$ cat src/assert_macros.svh
// Assertion macros shared by the owner lookup RTL.
// Included by the modules that carry concurrent checks; no other dependencies.
`ifndef ASSERT_MACROS_SVH
`define ASSERT_MACROS_SVH

// Check a property at each rising clock edge, off while reset is held.
`define BPOL_ASSERT(label, clk, rst_n, prop, msg) \
    label: assert property (@(posedge clk) disable iff (!rst_n) prop) \
        else $error(msg);

// Check that a condition never holds.
`define BPOL_NEVER(label, clk, rst_n, cond, msg) \
    `BPOL_ASSERT(label, clk, rst_n, !(cond), msg)

`endif

$ cat src/bpol_pkg.sv
// Package for the block partition owner lookup: sizes, codes and types.
// No dependencies; used by the interfaces, bpol_search and the top level.
`timescale 1ns / 1ps

package bpol_pkg;

    localparam int MAX_DIMS   = 4;
    localparam int MAX_PROCS  = 16;
    localparam int INDEX_BITS = 32;

    localparam int DIM_W      = 2;
    localparam int SLOT_W     = 4;
    localparam int ADDR_W     = DIM_W + SLOT_W;
    localparam int DEPTH      = MAX_DIMS * MAX_PROCS;
    localparam int BOUND_W    = 32;
    localparam int NDIM_W     = 3;
    localparam int PROC_W     = 5;
    localparam int START_W    = 16;
    localparam int OWNER_W    = 17;
    localparam int RANK_W     = MAX_DIMS * SLOT_W;
    localparam int CFG_IDX_W  = 3;
    localparam int CFG_DATA_W = 16;

    typedef enum logic [CFG_IDX_W-1:0] {
        CFG_NUM_DIMS   = 3'd0,
        CFG_START_ID   = 3'd1,
        CFG_PROCS_DIM0 = 3'd2,
        CFG_PROCS_DIM1 = 3'd3,
        CFG_PROCS_DIM2 = 3'd4,
        CFG_PROCS_DIM3 = 3'd5
    } t_cfg_reg;

    typedef enum logic {
        FUNC_WRITE  = 1'b0,
        FUNC_LOOKUP = 1'b1
    } t_func;

    // Effective configuration after range limiting.
    typedef struct packed {
        logic [NDIM_W-1:0]                n_dims;
        logic [START_W-1:0]               start_id;
        logic [MAX_DIMS-1:0][PROC_W-1:0]  procs;
    } t_cfg;

    typedef struct packed {
        logic              en;
        logic [ADDR_W-1:0] addr;
    } t_ram_rd;

    typedef struct packed {
        logic                             status;
        logic [OWNER_W-1:0]               owner_id;
        logic [MAX_DIMS-1:0][SLOT_W-1:0]  pos;
    } t_res;

endpackage

$ cat src/bpol_ifs.sv
// Channel interfaces of the owner lookup: request, response and config write.
// Depends on bpol_pkg for field widths.
`timescale 1ns / 1ps

interface bpol_req_if;
    logic                            valid;
    logic                            ready;
    logic                            func;
    logic [bpol_pkg::DIM_W-1:0]      wr_dim;
    logic [bpol_pkg::SLOT_W-1:0]     wr_slot;
    logic [bpol_pkg::BOUND_W-1:0]    wr_boundary;
    logic [bpol_pkg::INDEX_BITS-1:0] index0;
    logic [bpol_pkg::INDEX_BITS-1:0] index1;
    logic [bpol_pkg::INDEX_BITS-1:0] index2;
    logic [bpol_pkg::INDEX_BITS-1:0] index3;

    modport source (output valid, func, wr_dim, wr_slot, wr_boundary,
                    index0, index1, index2, index3, input ready);
    modport sink   (input valid, func, wr_dim, wr_slot, wr_boundary,
                    index0, index1, index2, index3, output ready);
endinterface

interface bpol_rsp_if;
    logic                         valid;
    logic                         ready;
    logic [bpol_pkg::OWNER_W-1:0] owner_id;
    logic [bpol_pkg::SLOT_W-1:0]  pos0;
    logic [bpol_pkg::SLOT_W-1:0]  pos1;
    logic [bpol_pkg::SLOT_W-1:0]  pos2;
    logic [bpol_pkg::SLOT_W-1:0]  pos3;
    logic                         status;

    modport source (output valid, owner_id, pos0, pos1, pos2, pos3, status,
                    input ready);
    modport sink   (input valid, owner_id, pos0, pos1, pos2, pos3, status,
                    output ready);
endinterface

interface bpol_cfg_if;
    logic                            valid;
    logic                            ready;
    logic [bpol_pkg::CFG_IDX_W-1:0]  idx;
    logic [bpol_pkg::CFG_DATA_W-1:0] data;

    modport source (output valid, idx, data, input ready);
    modport sink   (input valid, idx, data, output ready);
endinterface

$ cat src/bpol_ram.sv
// Generic simple dual-port RAM: one write port, one registered read port.
// No dependencies.
`timescale 1ns / 1ps

module bpol_ram #(
    parameter int WIDTH = 32,
    parameter int DEPTH = 64
) (
    input  logic                     i_clk,
    input  logic                     i_we,
    input  logic [$clog2(DEPTH)-1:0] i_waddr,
    input  logic [WIDTH-1:0]         i_wdata,
    input  logic                     i_re,
    input  logic [$clog2(DEPTH)-1:0] i_raddr,
    output logic [WIDTH-1:0]         o_rdata
);

    logic [WIDTH-1:0] r_mem [DEPTH];
    logic [WIDTH-1:0] r_rdata;

    always_ff @(posedge i_clk) begin
        if (i_we) begin
            r_mem[i_waddr] <= i_wdata;
        end
        if (i_re) begin
            r_rdata <= r_mem[i_raddr];
        end
    end

    assign o_rdata = r_rdata;

endmodule

$ cat src/bpol_search.sv
// Lookup sequencer: per-dimension bound check and binary search over the
// boundary RAM, row-major rank accumulation. Depends on bpol_pkg.
`timescale 1ns / 1ps
`include "assert_macros.svh"

module bpol_search (
    input  logic                                                i_clk,
    input  logic                                                i_rst_n,
    input  logic                                                i_start,
    input  logic [bpol_pkg::MAX_DIMS-1:0][bpol_pkg::INDEX_BITS-1:0] i_index,
    input  bpol_pkg::t_cfg                                      i_cfg,
    output logic                                                o_busy,
    output bpol_pkg::t_ram_rd                                   o_rd,
    input  logic [bpol_pkg::BOUND_W-1:0]                        i_rd_data,
    output logic                                                o_res_valid,
    output bpol_pkg::t_res                                      o_res,
    input  logic                                                i_res_ready
);

    localparam int SLOT_W  = bpol_pkg::SLOT_W;
    localparam int DIM_W   = bpol_pkg::DIM_W;
    localparam int RANK_W  = bpol_pkg::RANK_W;
    localparam int PROC_W  = bpol_pkg::PROC_W;
    localparam int PROD_W  = RANK_W + PROC_W;
    localparam int NDIM_W  = bpol_pkg::NDIM_W;
    localparam int OWNER_W = bpol_pkg::OWNER_W;

    typedef enum logic [4:0] {
        S_IDLE  = 5'b00001,
        S_BOUND = 5'b00010,
        S_STEP  = 5'b00100,
        S_RANK  = 5'b01000,
        S_DONE  = 5'b10000
    } t_state;

    t_state                                        r_state, n_state;
    logic [DIM_W-1:0]                              r_dim, n_dim;
    logic [SLOT_W-1:0]                             r_lo, n_lo;
    logic [SLOT_W-1:0]                             r_hi, n_hi;
    logic                                          r_bad, n_bad;
    logic [RANK_W-1:0]                             r_rank, n_rank;
    logic [bpol_pkg::MAX_DIMS-1:0][SLOT_W-1:0]     r_pos, n_pos;
    logic [bpol_pkg::INDEX_BITS-1:0]               r_idx [bpol_pkg::MAX_DIMS];

    logic [bpol_pkg::INDEX_BITS-1:0] w_cur_idx;
    logic [SLOT_W:0]                 w_sum, w_nsum;
    logic [SLOT_W-1:0]               w_mid, w_step_lo, w_step_hi;
    logic [SLOT_W-1:0]               w_last_cur, w_last_next, w_last0;
    logic [DIM_W-1:0]                w_dim_next;
    logic [PROD_W-1:0]               w_prod;

    assign w_cur_idx   = r_idx[r_dim];
    assign w_sum       = {1'b0, r_lo} + {1'b0, r_hi};
    assign w_mid       = w_sum[SLOT_W:1];
    assign w_dim_next  = DIM_W'(r_dim + 1'b1);
    assign w_last0     = SLOT_W'(i_cfg.procs[0] - PROC_W'(1));
    assign w_last_cur  = SLOT_W'(i_cfg.procs[r_dim] - PROC_W'(1));
    assign w_last_next = SLOT_W'(i_cfg.procs[w_dim_next] - PROC_W'(1));
    assign w_prod      = PROD_W'(r_rank) * PROD_W'(i_cfg.procs[r_dim]);

    // One search step: narrow the range by the entry read at the midpoint.
    always_comb begin
        w_step_lo = r_lo;
        w_step_hi = r_hi;
        if (i_rd_data > w_cur_idx) begin
            w_step_hi = w_mid;
        end else begin
            w_step_lo = SLOT_W'(w_mid + 1'b1);
        end
        w_nsum = {1'b0, w_step_lo} + {1'b0, w_step_hi};
    end

    always_comb begin
        n_state = r_state;
        n_dim   = r_dim;
        n_lo    = r_lo;
        n_hi    = r_hi;
        n_bad   = r_bad;
        n_rank  = r_rank;
        n_pos   = r_pos;
        o_rd    = '0;
        case (r_state)
            S_IDLE: begin
                if (i_start) begin
                    n_dim   = '0;
                    n_lo    = '0;
                    n_hi    = w_last0;
                    n_bad   = 1'b0;
                    n_rank  = '0;
                    n_pos   = '0;
                    o_rd.en   = 1'b1;
                    o_rd.addr = {DIM_W'(0), w_last0};
                    n_state = S_BOUND;
                end
            end
            S_BOUND: begin
                // Read data holds the last boundary of this dimension.
                if (w_cur_idx >= i_rd_data) begin
                    n_bad   = 1'b1;
                    n_state = S_RANK;
                end else if (r_hi == '0) begin
                    n_state = S_RANK;
                end else begin
                    o_rd.en   = 1'b1;
                    o_rd.addr = {r_dim, w_mid};
                    n_state   = S_STEP;
                end
            end
            S_STEP: begin
                n_lo = w_step_lo;
                n_hi = w_step_hi;
                if (w_step_hi > w_step_lo) begin
                    o_rd.en   = 1'b1;
                    o_rd.addr = {r_dim, w_nsum[SLOT_W:1]};
                end else begin
                    n_pos[r_dim] = w_step_lo;
                    n_state      = S_RANK;
                end
            end
            S_RANK: begin
                if (r_dim == '0) begin
                    n_rank = RANK_W'(r_pos[r_dim]);
                end else begin
                    n_rank = RANK_W'(w_prod + PROD_W'(r_pos[r_dim]));
                end
                if (NDIM_W'(r_dim) + NDIM_W'(1) == i_cfg.n_dims) begin
                    n_state = S_DONE;
                end else begin
                    n_dim     = w_dim_next;
                    n_lo      = '0;
                    n_hi      = w_last_next;
                    o_rd.en   = 1'b1;
                    o_rd.addr = {w_dim_next, w_last_next};
                    n_state   = S_BOUND;
                end
            end
            S_DONE: begin
                if (i_res_ready) begin
                    n_state = S_IDLE;
                end
            end
            default: begin
                n_state = S_IDLE;
            end
        endcase
    end

    always_ff @(posedge i_clk) begin
        if (!i_rst_n) begin
            r_state <= S_IDLE;
        end else begin
            r_state <= n_state;
        end
    end

    always_ff @(posedge i_clk) begin
        r_dim  <= n_dim;
        r_lo   <= n_lo;
        r_hi   <= n_hi;
        r_bad  <= n_bad;
        r_rank <= n_rank;
        r_pos  <= n_pos;
        if (r_state == S_IDLE && i_start) begin
            for (int d = 0; d < bpol_pkg::MAX_DIMS; d++) begin
                r_idx[d] <= i_index[d];
            end
        end
    end

    assign o_busy      = (r_state != S_IDLE);
    assign o_res_valid = (r_state == S_DONE);

    always_comb begin
        o_res.status = r_bad;
        if (r_bad) begin
            o_res.owner_id = '0;
            o_res.pos      = '0;
        end else begin
            o_res.owner_id = OWNER_W'(i_cfg.start_id) + OWNER_W'(r_rank);
            o_res.pos      = r_pos;
        end
    end

    `BPOL_ASSERT(a_step_range, i_clk, i_rst_n, (r_state == S_STEP) |-> (r_lo < r_hi), "search step with empty range")
    `BPOL_ASSERT(a_step_in_table, i_clk, i_rst_n, (r_state == S_STEP) |-> (r_hi <= w_last_cur), "search range past last slot")
    `BPOL_NEVER(a_idle_read, i_clk, i_rst_n, (r_state == S_IDLE) && !i_start && o_rd.en, "RAM read while idle")
    `BPOL_ASSERT(a_done_hold, i_clk, i_rst_n, (r_state == S_DONE) && !i_res_ready |=> (r_state == S_DONE) && $stable(r_rank), "result lost while stalled")

endmodule

$ cat src/block_partition_owner_lookup.sv
// Block partition owner lookup, top level: channels, config registers,
// boundary RAM and result register. Depends on bpol_pkg, bpol_ifs,
// bpol_ram and bpol_search.
`timescale 1ns / 1ps
`include "assert_macros.svh"

// The block keeps one table of cumulative part end boundaries per dimension,
// 16 slots each, in a single 64 x 32 synchronous RAM. A write request
// (func 0) stores one boundary and completes in its accept cycle. A lookup
// request (func 1) walks the active dimensions one after another: it reads
// the dimension's last boundary for the range check, then binary-searches
// the table one RAM read per cycle, then folds the position into the
// row-major rank. Each dimension passes through the bound check, any search
// steps and the rank step, and a done state hands the result to the output
// register; the single RAM read port serialises the table reads. One request
// is in flight at a time; the request channel stays ready while a finished
// result waits in the output register.
// Table entries must be written before a lookup reads them. Config writes
// are taken at any time and should only arrive while the block is idle.

module block_partition_owner_lookup (
    input  logic        i_clk,
    input  logic        i_rst_n,
    bpol_req_if.sink    i_req,
    bpol_rsp_if.source  o_rsp,
    bpol_cfg_if.sink    i_cfg
);

    localparam int MAX_DIMS = bpol_pkg::MAX_DIMS;
    localparam int NDIM_W   = bpol_pkg::NDIM_W;
    localparam int PROC_W   = bpol_pkg::PROC_W;

    // Config registers as written.
    logic [NDIM_W-1:0]               r_num_dims;
    logic [bpol_pkg::START_W-1:0]    r_start_id;
    logic [PROC_W-1:0]               r_procs [MAX_DIMS];

    bpol_pkg::t_cfg                  w_cfg;
    bpol_pkg::t_ram_rd               w_rd;
    bpol_pkg::t_res                  w_res;
    logic [bpol_pkg::BOUND_W-1:0]    w_rd_data;
    logic [MAX_DIMS-1:0][bpol_pkg::INDEX_BITS-1:0] w_index;
    logic                            w_busy;
    logic                            w_res_valid;
    logic                            w_res_ready;
    logic                            w_accept;
    logic                            w_we;
    logic                            w_start;

    // Output register.
    logic                            r_out_valid;
    bpol_pkg::t_res                  r_out;

    // Config port: always ready; unknown indexes are dropped.
    assign i_cfg.ready = 1'b1;

    always_ff @(posedge i_clk) begin
        if (!i_rst_n) begin
            r_num_dims <= NDIM_W'(1);
            r_start_id <= '0;
            for (int d = 0; d < MAX_DIMS; d++) begin
                r_procs[d] <= PROC_W'(1);
            end
        end else if (i_cfg.valid) begin
            case (bpol_pkg::t_cfg_reg'(i_cfg.idx))
                bpol_pkg::CFG_NUM_DIMS:   r_num_dims <= NDIM_W'(i_cfg.data);
                bpol_pkg::CFG_START_ID:   r_start_id <= i_cfg.data;
                bpol_pkg::CFG_PROCS_DIM0: r_procs[0] <= PROC_W'(i_cfg.data);
                bpol_pkg::CFG_PROCS_DIM1: r_procs[1] <= PROC_W'(i_cfg.data);
                bpol_pkg::CFG_PROCS_DIM2: r_procs[2] <= PROC_W'(i_cfg.data);
                bpol_pkg::CFG_PROCS_DIM3: r_procs[3] <= PROC_W'(i_cfg.data);
                default: begin
                end
            endcase
        end
    end

    // Limit the dimension count and process counts to what the table holds; zero counts become one.
    always_comb begin
        w_cfg.start_id = r_start_id;
        if (r_num_dims == '0) begin
            w_cfg.n_dims = NDIM_W'(1);
        end else if (r_num_dims > NDIM_W'(MAX_DIMS)) begin
            w_cfg.n_dims = NDIM_W'(MAX_DIMS);
        end else begin
            w_cfg.n_dims = r_num_dims;
        end
        for (int d = 0; d < MAX_DIMS; d++) begin
            if (r_procs[d] == '0) begin
                w_cfg.procs[d] = PROC_W'(1);
            end else if (r_procs[d] > PROC_W'(bpol_pkg::MAX_PROCS)) begin
                w_cfg.procs[d] = PROC_W'(bpol_pkg::MAX_PROCS);
            end else begin
                w_cfg.procs[d] = r_procs[d];
            end
        end
    end

    // Request side: one lookup in flight; writes go straight to the RAM.
    assign i_req.ready = !w_busy;
    assign w_accept    = i_req.valid && i_req.ready;
    assign w_we        = w_accept && (i_req.func == bpol_pkg::FUNC_WRITE);
    assign w_start     = w_accept && (i_req.func == bpol_pkg::FUNC_LOOKUP);

    assign w_index[0] = i_req.index0;
    assign w_index[1] = i_req.index1;
    assign w_index[2] = i_req.index2;
    assign w_index[3] = i_req.index3;

    bpol_ram #(
        .WIDTH (bpol_pkg::BOUND_W),
        .DEPTH (bpol_pkg::DEPTH)
    ) u_ram (
        .i_clk   (i_clk),
        .i_we    (w_we),
        .i_waddr ({i_req.wr_dim, i_req.wr_slot}),
        .i_wdata (i_req.wr_boundary),
        .i_re    (w_rd.en),
        .i_raddr (w_rd.addr),
        .o_rdata (w_rd_data)
    );

    bpol_search u_search (
        .i_clk       (i_clk),
        .i_rst_n     (i_rst_n),
        .i_start     (w_start),
        .i_index     (w_index),
        .i_cfg       (w_cfg),
        .o_busy      (w_busy),
        .o_rd        (w_rd),
        .i_rd_data   (w_rd_data),
        .o_res_valid (w_res_valid),
        .o_res       (w_res),
        .i_res_ready (w_res_ready)
    );

    // Result register: load when empty or being drained this cycle.
    assign w_res_ready = !r_out_valid || o_rsp.ready;

    always_ff @(posedge i_clk) begin
        if (!i_rst_n) begin
            r_out_valid <= 1'b0;
        end else if (w_res_ready) begin
            r_out_valid <= w_res_valid;
        end
    end

    always_ff @(posedge i_clk) begin
        if (w_res_ready && w_res_valid) begin
            r_out <= w_res;
        end
    end

    assign o_rsp.valid    = r_out_valid;
    assign o_rsp.owner_id = r_out.owner_id;
    assign o_rsp.pos0     = r_out.pos[0];
    assign o_rsp.pos1     = r_out.pos[1];
    assign o_rsp.pos2     = r_out.pos[2];
    assign o_rsp.pos3     = r_out.pos[3];
    assign o_rsp.status   = r_out.status;

    `BPOL_NEVER(a_rw_overlap, i_clk, i_rst_n, w_we && w_rd.en, "table write during a lookup read")
    `BPOL_ASSERT(a_err_zero, i_clk, i_rst_n, r_out_valid && r_out.status |-> (r_out.owner_id == '0) && (r_out.pos == '0), "error result carries data")
    `BPOL_ASSERT(a_load_busy, i_clk, i_rst_n, w_res_valid |-> w_busy, "result without a lookup in flight")

endmodule
$ cat src/flat_wrapper.sv
// flat-port wrapper written by rule: the top's interface ports become plain ports
module block_partition_owner_lookup_flat 
  (i_clk, i_rst_n, i_req_valid, i_req_func, i_req_wr_dim, i_req_wr_slot, i_req_wr_boundary, i_req_index0, i_req_index1, i_req_index2, i_req_index3, i_req_ready, o_rsp_valid, o_rsp_owner_id, o_rsp_pos0, o_rsp_pos1, o_rsp_pos2, o_rsp_pos3, o_rsp_status, o_rsp_ready, i_cfg_valid, i_cfg_idx, i_cfg_data, i_cfg_ready);
  bpol_req_if i_req_i ();
  bpol_rsp_if o_rsp_i ();
  bpol_cfg_if i_cfg_i ();
  input  logic i_clk;
  input  logic i_rst_n;
  input wire logic [$bits(i_req_i.valid)-1:0] i_req_valid;
  input wire logic [$bits(i_req_i.func)-1:0] i_req_func;
  input wire logic [$bits(i_req_i.wr_dim)-1:0] i_req_wr_dim;
  input wire logic [$bits(i_req_i.wr_slot)-1:0] i_req_wr_slot;
  input wire logic [$bits(i_req_i.wr_boundary)-1:0] i_req_wr_boundary;
  input wire logic [$bits(i_req_i.index0)-1:0] i_req_index0;
  input wire logic [$bits(i_req_i.index1)-1:0] i_req_index1;
  input wire logic [$bits(i_req_i.index2)-1:0] i_req_index2;
  input wire logic [$bits(i_req_i.index3)-1:0] i_req_index3;
  output wire logic [$bits(i_req_i.ready)-1:0] i_req_ready;
  output wire logic [$bits(o_rsp_i.valid)-1:0] o_rsp_valid;
  output wire logic [$bits(o_rsp_i.owner_id)-1:0] o_rsp_owner_id;
  output wire logic [$bits(o_rsp_i.pos0)-1:0] o_rsp_pos0;
  output wire logic [$bits(o_rsp_i.pos1)-1:0] o_rsp_pos1;
  output wire logic [$bits(o_rsp_i.pos2)-1:0] o_rsp_pos2;
  output wire logic [$bits(o_rsp_i.pos3)-1:0] o_rsp_pos3;
  output wire logic [$bits(o_rsp_i.status)-1:0] o_rsp_status;
  input wire logic [$bits(o_rsp_i.ready)-1:0] o_rsp_ready;
  input wire logic [$bits(i_cfg_i.valid)-1:0] i_cfg_valid;
  input wire logic [$bits(i_cfg_i.idx)-1:0] i_cfg_idx;
  input wire logic [$bits(i_cfg_i.data)-1:0] i_cfg_data;
  output wire logic [$bits(i_cfg_i.ready)-1:0] i_cfg_ready;
  assign i_req_i.valid = i_req_valid;
  assign i_req_i.func = i_req_func;
  assign i_req_i.wr_dim = i_req_wr_dim;
  assign i_req_i.wr_slot = i_req_wr_slot;
  assign i_req_i.wr_boundary = i_req_wr_boundary;
  assign i_req_i.index0 = i_req_index0;
  assign i_req_i.index1 = i_req_index1;
  assign i_req_i.index2 = i_req_index2;
  assign i_req_i.index3 = i_req_index3;
  assign i_req_ready = i_req_i.ready;
  assign o_rsp_valid = o_rsp_i.valid;
  assign o_rsp_owner_id = o_rsp_i.owner_id;
  assign o_rsp_pos0 = o_rsp_i.pos0;
  assign o_rsp_pos1 = o_rsp_i.pos1;
  assign o_rsp_pos2 = o_rsp_i.pos2;
  assign o_rsp_pos3 = o_rsp_i.pos3;
  assign o_rsp_status = o_rsp_i.status;
  assign o_rsp_i.ready = o_rsp_ready;
  assign i_cfg_i.valid = i_cfg_valid;
  assign i_cfg_i.idx = i_cfg_idx;
  assign i_cfg_i.data = i_cfg_data;
  assign i_cfg_ready = i_cfg_i.ready;
  block_partition_owner_lookup u_core (.i_clk(i_clk), .i_rst_n(i_rst_n), .i_req(i_req_i), .o_rsp(o_rsp_i), .i_cfg(i_cfg_i));
endmodule
$ cat config.mk
export PLATFORM = sky130hd
export DESIGN_NAME = block_partition_owner_lookup_flat
export DESIGN_NICKNAME = d
export VERILOG_FILES = /design/src/bpol_pkg.sv /design/src/bpol_ifs.sv /design/src/bpol_ram.sv /design/src/bpol_search.sv /design/src/block_partition_owner_lookup.sv /design/src/flat_wrapper.sv
export VERILOG_INCLUDE_DIRS = /design/src /design/src/src
export SDC_FILE = /design/constraint.sdc
export NUM_CORES = 2
export LEC_CHECK = 0
export ABC_AREA = 1
export BUFFER_PORTS_ARGS = -buffer_cell sky130_fd_sc_hd__buf_4
export CAP_MARGIN = 20
export CORE_MARGIN = 2
export CORE_UTILIZATION = 25
export CTS_CLUSTER_DIAMETER = 200
export DETAILED_ROUTE_END_ITERATION = 8
export SLEW_MARGIN = 30
export SYNTH_ARGS = -nofsm -noshare
export SYNTH_HDL_FRONTEND = slang
export SYNTH_HIERARCHICAL = 1
export SYNTH_SLANG_ARGS = --single-unit
$ cat constraint.sdc
create_clock -name i_clk -period 7.3 [get_ports i_clk]
set_clock_uncertainty 0.15 [all_clocks]
set_input_delay 1.46 -clock i_clk [delete_from_list [all_inputs] [get_ports i_clk]]
set_output_delay 1.46 -clock i_clk [all_outputs]
set_load 0.1 [all_outputs]
==> flow_summary.toml <==
[sta]
layout_worst_path_cycle_share_pct = 94.95
slew_headroom_pct = 37.71
fmax_ghz = 0.1443
slew_violations = 0
worst_pin_slew_ns = 0.9317
fin_crit_ns = 6.932
hold_viol_final = 0
finalSetupViolCount = 0

[clock_tree]
path_clk_slew_ns = 0.06
cts_htree_levels = 4
insertion_delay_ns = 0.94
clock-sinks = 2332
cts_root_buffer = "clkbuf_16"
cts_buffers = 237
tritoncts = "done"
holdBufCountCts = 0
clock_path_buffers = 4

[drt]
vias = 67125
drt_iter0_drc = 7670
finalWirelength_um = 301900
firstDrtPassIters = 6
wl_per_cell_um = 21.47
drcViolationCount = 0
avgViaCountPerCell = 4.772
ant_nets = 0

[power_and_ir_drop]
leakagePower_nw = 40.69
power_density_nw_per_um2 = 266.8
vdd.ir_drop.worst_v = 0.0002030

[global_routing]
grt_overflow = 0
antenna_found_initial = 30
grt_max_degree = 131
grt_pass1_wl_um = 433800
grt.total_usage_pct = 14.49
grt_pass1_vias = 62568

[yosys]
synth-seq-cells = 2332
synth_area_leader_cell = "edfxtp_1"
ys_types = 61
synth-edff-count = 2305
synth_nets = 8773
synth.avg_cell_area_sq_um = 11.65
yosys_warnings = 6
synth_top_area_share_pct = 70.33
yosys-top-cells-area = "edfxtp_1 (70%), nand3_1 (10%), nand2_1 (9.5%), buf_2 (1.5%), ha_1 (1.2%)"
synth.cell_area_sq_um = 98410
yosysSeqAreaShare_pct = 70.88
synthArstFlopShare_pct = 0
synthCells = 8445
synth_ff_type = "edfxtp_1"

[placed_design]
dp_hpwl_um = 171200
placed_cells = 13622
gp_congestion = 0.8186
io_buffers = 226

[floorplan]
io_pins = 228
rows = 230
die_h_um = 631.4
initial_core_util_pct = 25.09
die-area_sq_um = 398700
die_width_um = 631.4
core_area_sq_um = 392200

[layout]
syn_to_final_growth_pct = 16.98
drive_gt1_share_pct = 10.99
layout.nets = 8977
stdcell_count = 14065
utilization_pct = 29.35

[worst_setup_path]
critPathKind = "reg -> reg"
cp_top_family = "simple AND/OR/NAND/NOR gates"
path_buf_inv = 8
worstSetupEndpointType = "flop"
slowest_delay_ns = 0.35
worstPathMaxFanout = 75
cp.arrival_ns = 7.52
cp.required_ns = 7.89
crit_path_frequent_cell = "nand2_1"
crit_path_start_kind = "flop"
slowest_stage = "buf_12"

[flow_run]
drv_cap = 0

[min_path]
min_path_type = "reg -> reg"

[outcome]
outcome = "finished, final reports clean"
[sequential cells by signal (all words and copies together), names as in the netlist, 2 cells and up, named ones only]
signal,count
u_core/u_search/r_rank,16
u_core/r_start_id,16
u_core/u_search/r_hi,4
u_core/u_search/r_state,5
u_core/u_search/r_pos,16
u_core/u_search/r_idx,128
u_core/o_rsp.pos3,4
u_core/u_ram/o_rdata,32
u_core/r_num_dims,3
u_core/u_ram/r_mem,2048
u_core/r_procs,20
u_core/u_search/r_dim,2
u_core/o_rsp.owner_id,17
u_core/o_rsp.pos0,4
u_core/o_rsp.pos2,4
u_core/o_rsp.pos1,4
u_core/u_search/r_lo,4
[cell usage after synthesis (6+ instances only)]
library cell / instances
buf_1: 43
nor2_4: 6
inv_2: 21
clkbuf_1: 109
o21a_1: 6
o21ai_1: 7
buf_4: 51
nand2_2: 14
o21ai_2: 7
o22ai_1: 35
ha_1: 96
fa_1: 41
a21oi_1: 97
o21ai_0: 115
nand2_1: 2499
buf_2: 287
xor2_1: 6
edfxtp_1: 2305
dfxtp_1: 27
buf_6: 9
inv_1: 256
nand4_1: 26
nor4_1: 9
nand3_1: 1985
nor2_2: 15
nor2_1: 297
[repair_timing]
item | CTS | global route
buffers inserted | 0 | 1
hold endpoints to repair | 0 | 0
setup endpoints to repair | 0 | 16
gates resized for setup | 0 | 4
[cell families (layout without fill, tap and decap cells)]
family | count (synthesis) | count (layout) | synth area share, %
buffers and inverters | 787 | 1178 | 3.695
XOR/XNOR | 10 | 10 | 0.09663
adder cells (fa/ha/maj) | 137 | 137 | 2.055
flip-flops | 2332 | 2332 | 70.88
AND/OR/NAND/NOR | 4881 | 4881 | 21.58
AO/OA/AOI/OAI | 297 | 297 | 1.692
other | 1 | 10 | 0.003810
[final timing paths]
kind | startpoint | slack (ns) | end | depth (start not counted)
worst max-delay path | flop | 0.37 | u_core/u_ram/o_rdata[13]$_DFFE_PP_ | 35
worst min-delay path | u_core/r_start_id[5]$_SDFFE_PN0P_ | 0.34 | u_core/r_start_id[5]$_SDFFE_PN0P_ | 2
worst max register to register | flop | 0.37 | u_core/u_ram/o_rdata[13]$_DFFE_PP_ | 35
worst min register to register | u_core/r_start_id[5]$_SDFFE_PN0P_ | 0.34 | u_core/r_start_id[5]$_SDFFE_PN0P_ | 2
[metrics by stage]
stage          hold slack [ns]  power (W)  TNS [ns]  cell area [sq um]  worst slack [ns]
2_1_floorplan           0.2921    0.01742         0              98420             1.376
3_3_place_gp            0.3238    0.01877         0             107200            0.1246
3_5_place_dp            0.3333    0.01877         0             107200            0.1403
4_1_cts                 0.3424    0.03089         0             114900            0.1602
5_1_grt                 0.3660    0.03176  -0.01795             115100          -0.01795
6_report                0.3407    0.03071         0             115100            0.3684
[placed cells by master (no fill, tap or decap), drive strengths merged, types with 4 or more instances in the layout]
master    Yosys  routed
nand2      2518    2518
edfxtp     2305    2305
nand3      1991    1991
buf         394     466
nor2        320     320
inv         281     289
clkbuf      109     289
o21ai       129     129
a21oi       100     100
clkinv        3      99
ha           96      96
fa           41      41
o22ai        35      35
nand4        28      28
dfxtp        27      27
bufinv        0      26
nor4         10      10
diode         0       9
clkinvlp      0       9
xor2          7       7
o21a          6       6
nor3          6       6
a21o          5       5
o21bai        5       5
o211ai        4       4
[report_power, final]
part / total (W) / internal, W / switching [W]
registers: 0.0150 / 0.0149 / 0.000109
logic: 0.00353 / 0.00106 / 0.00247
clock network: 0.0122 / 0.00693 / 0.00526
[layer usage]
| metal | GRT usage (%) | share of wire, % | wire length [um] |
|---|---|---|---|
| met5 | 0 | 0.053 | 161 |
| met4 | 3.645 | 2.4 | 7135 |
| met3 | 2.724 | 10 | 30050 |
| met2 | 22.93 | 46 | 137700 |
| met1 | 20.35 | 42 | 126800 |
[area by class of cell]
type                    count  area [sq um]
fillers                 39532        277100
flip-flops and latches   2332         69760
multi-input cells        5326         25580
well taps                5220          6531
clock buffers             289          6177
repair buffers            466          4404
clock inverters           137          1503
inverters                 284          1125
repair inverters            2         22.52
diodes                      9         22.52
[worst min-delay path, stage by stage, from the launching register on]
cell and delay, ns:
dfxtp_1 0.31, nor2_1 0.09, nor2_1 0.05
(Power assumes the default switching activity.)
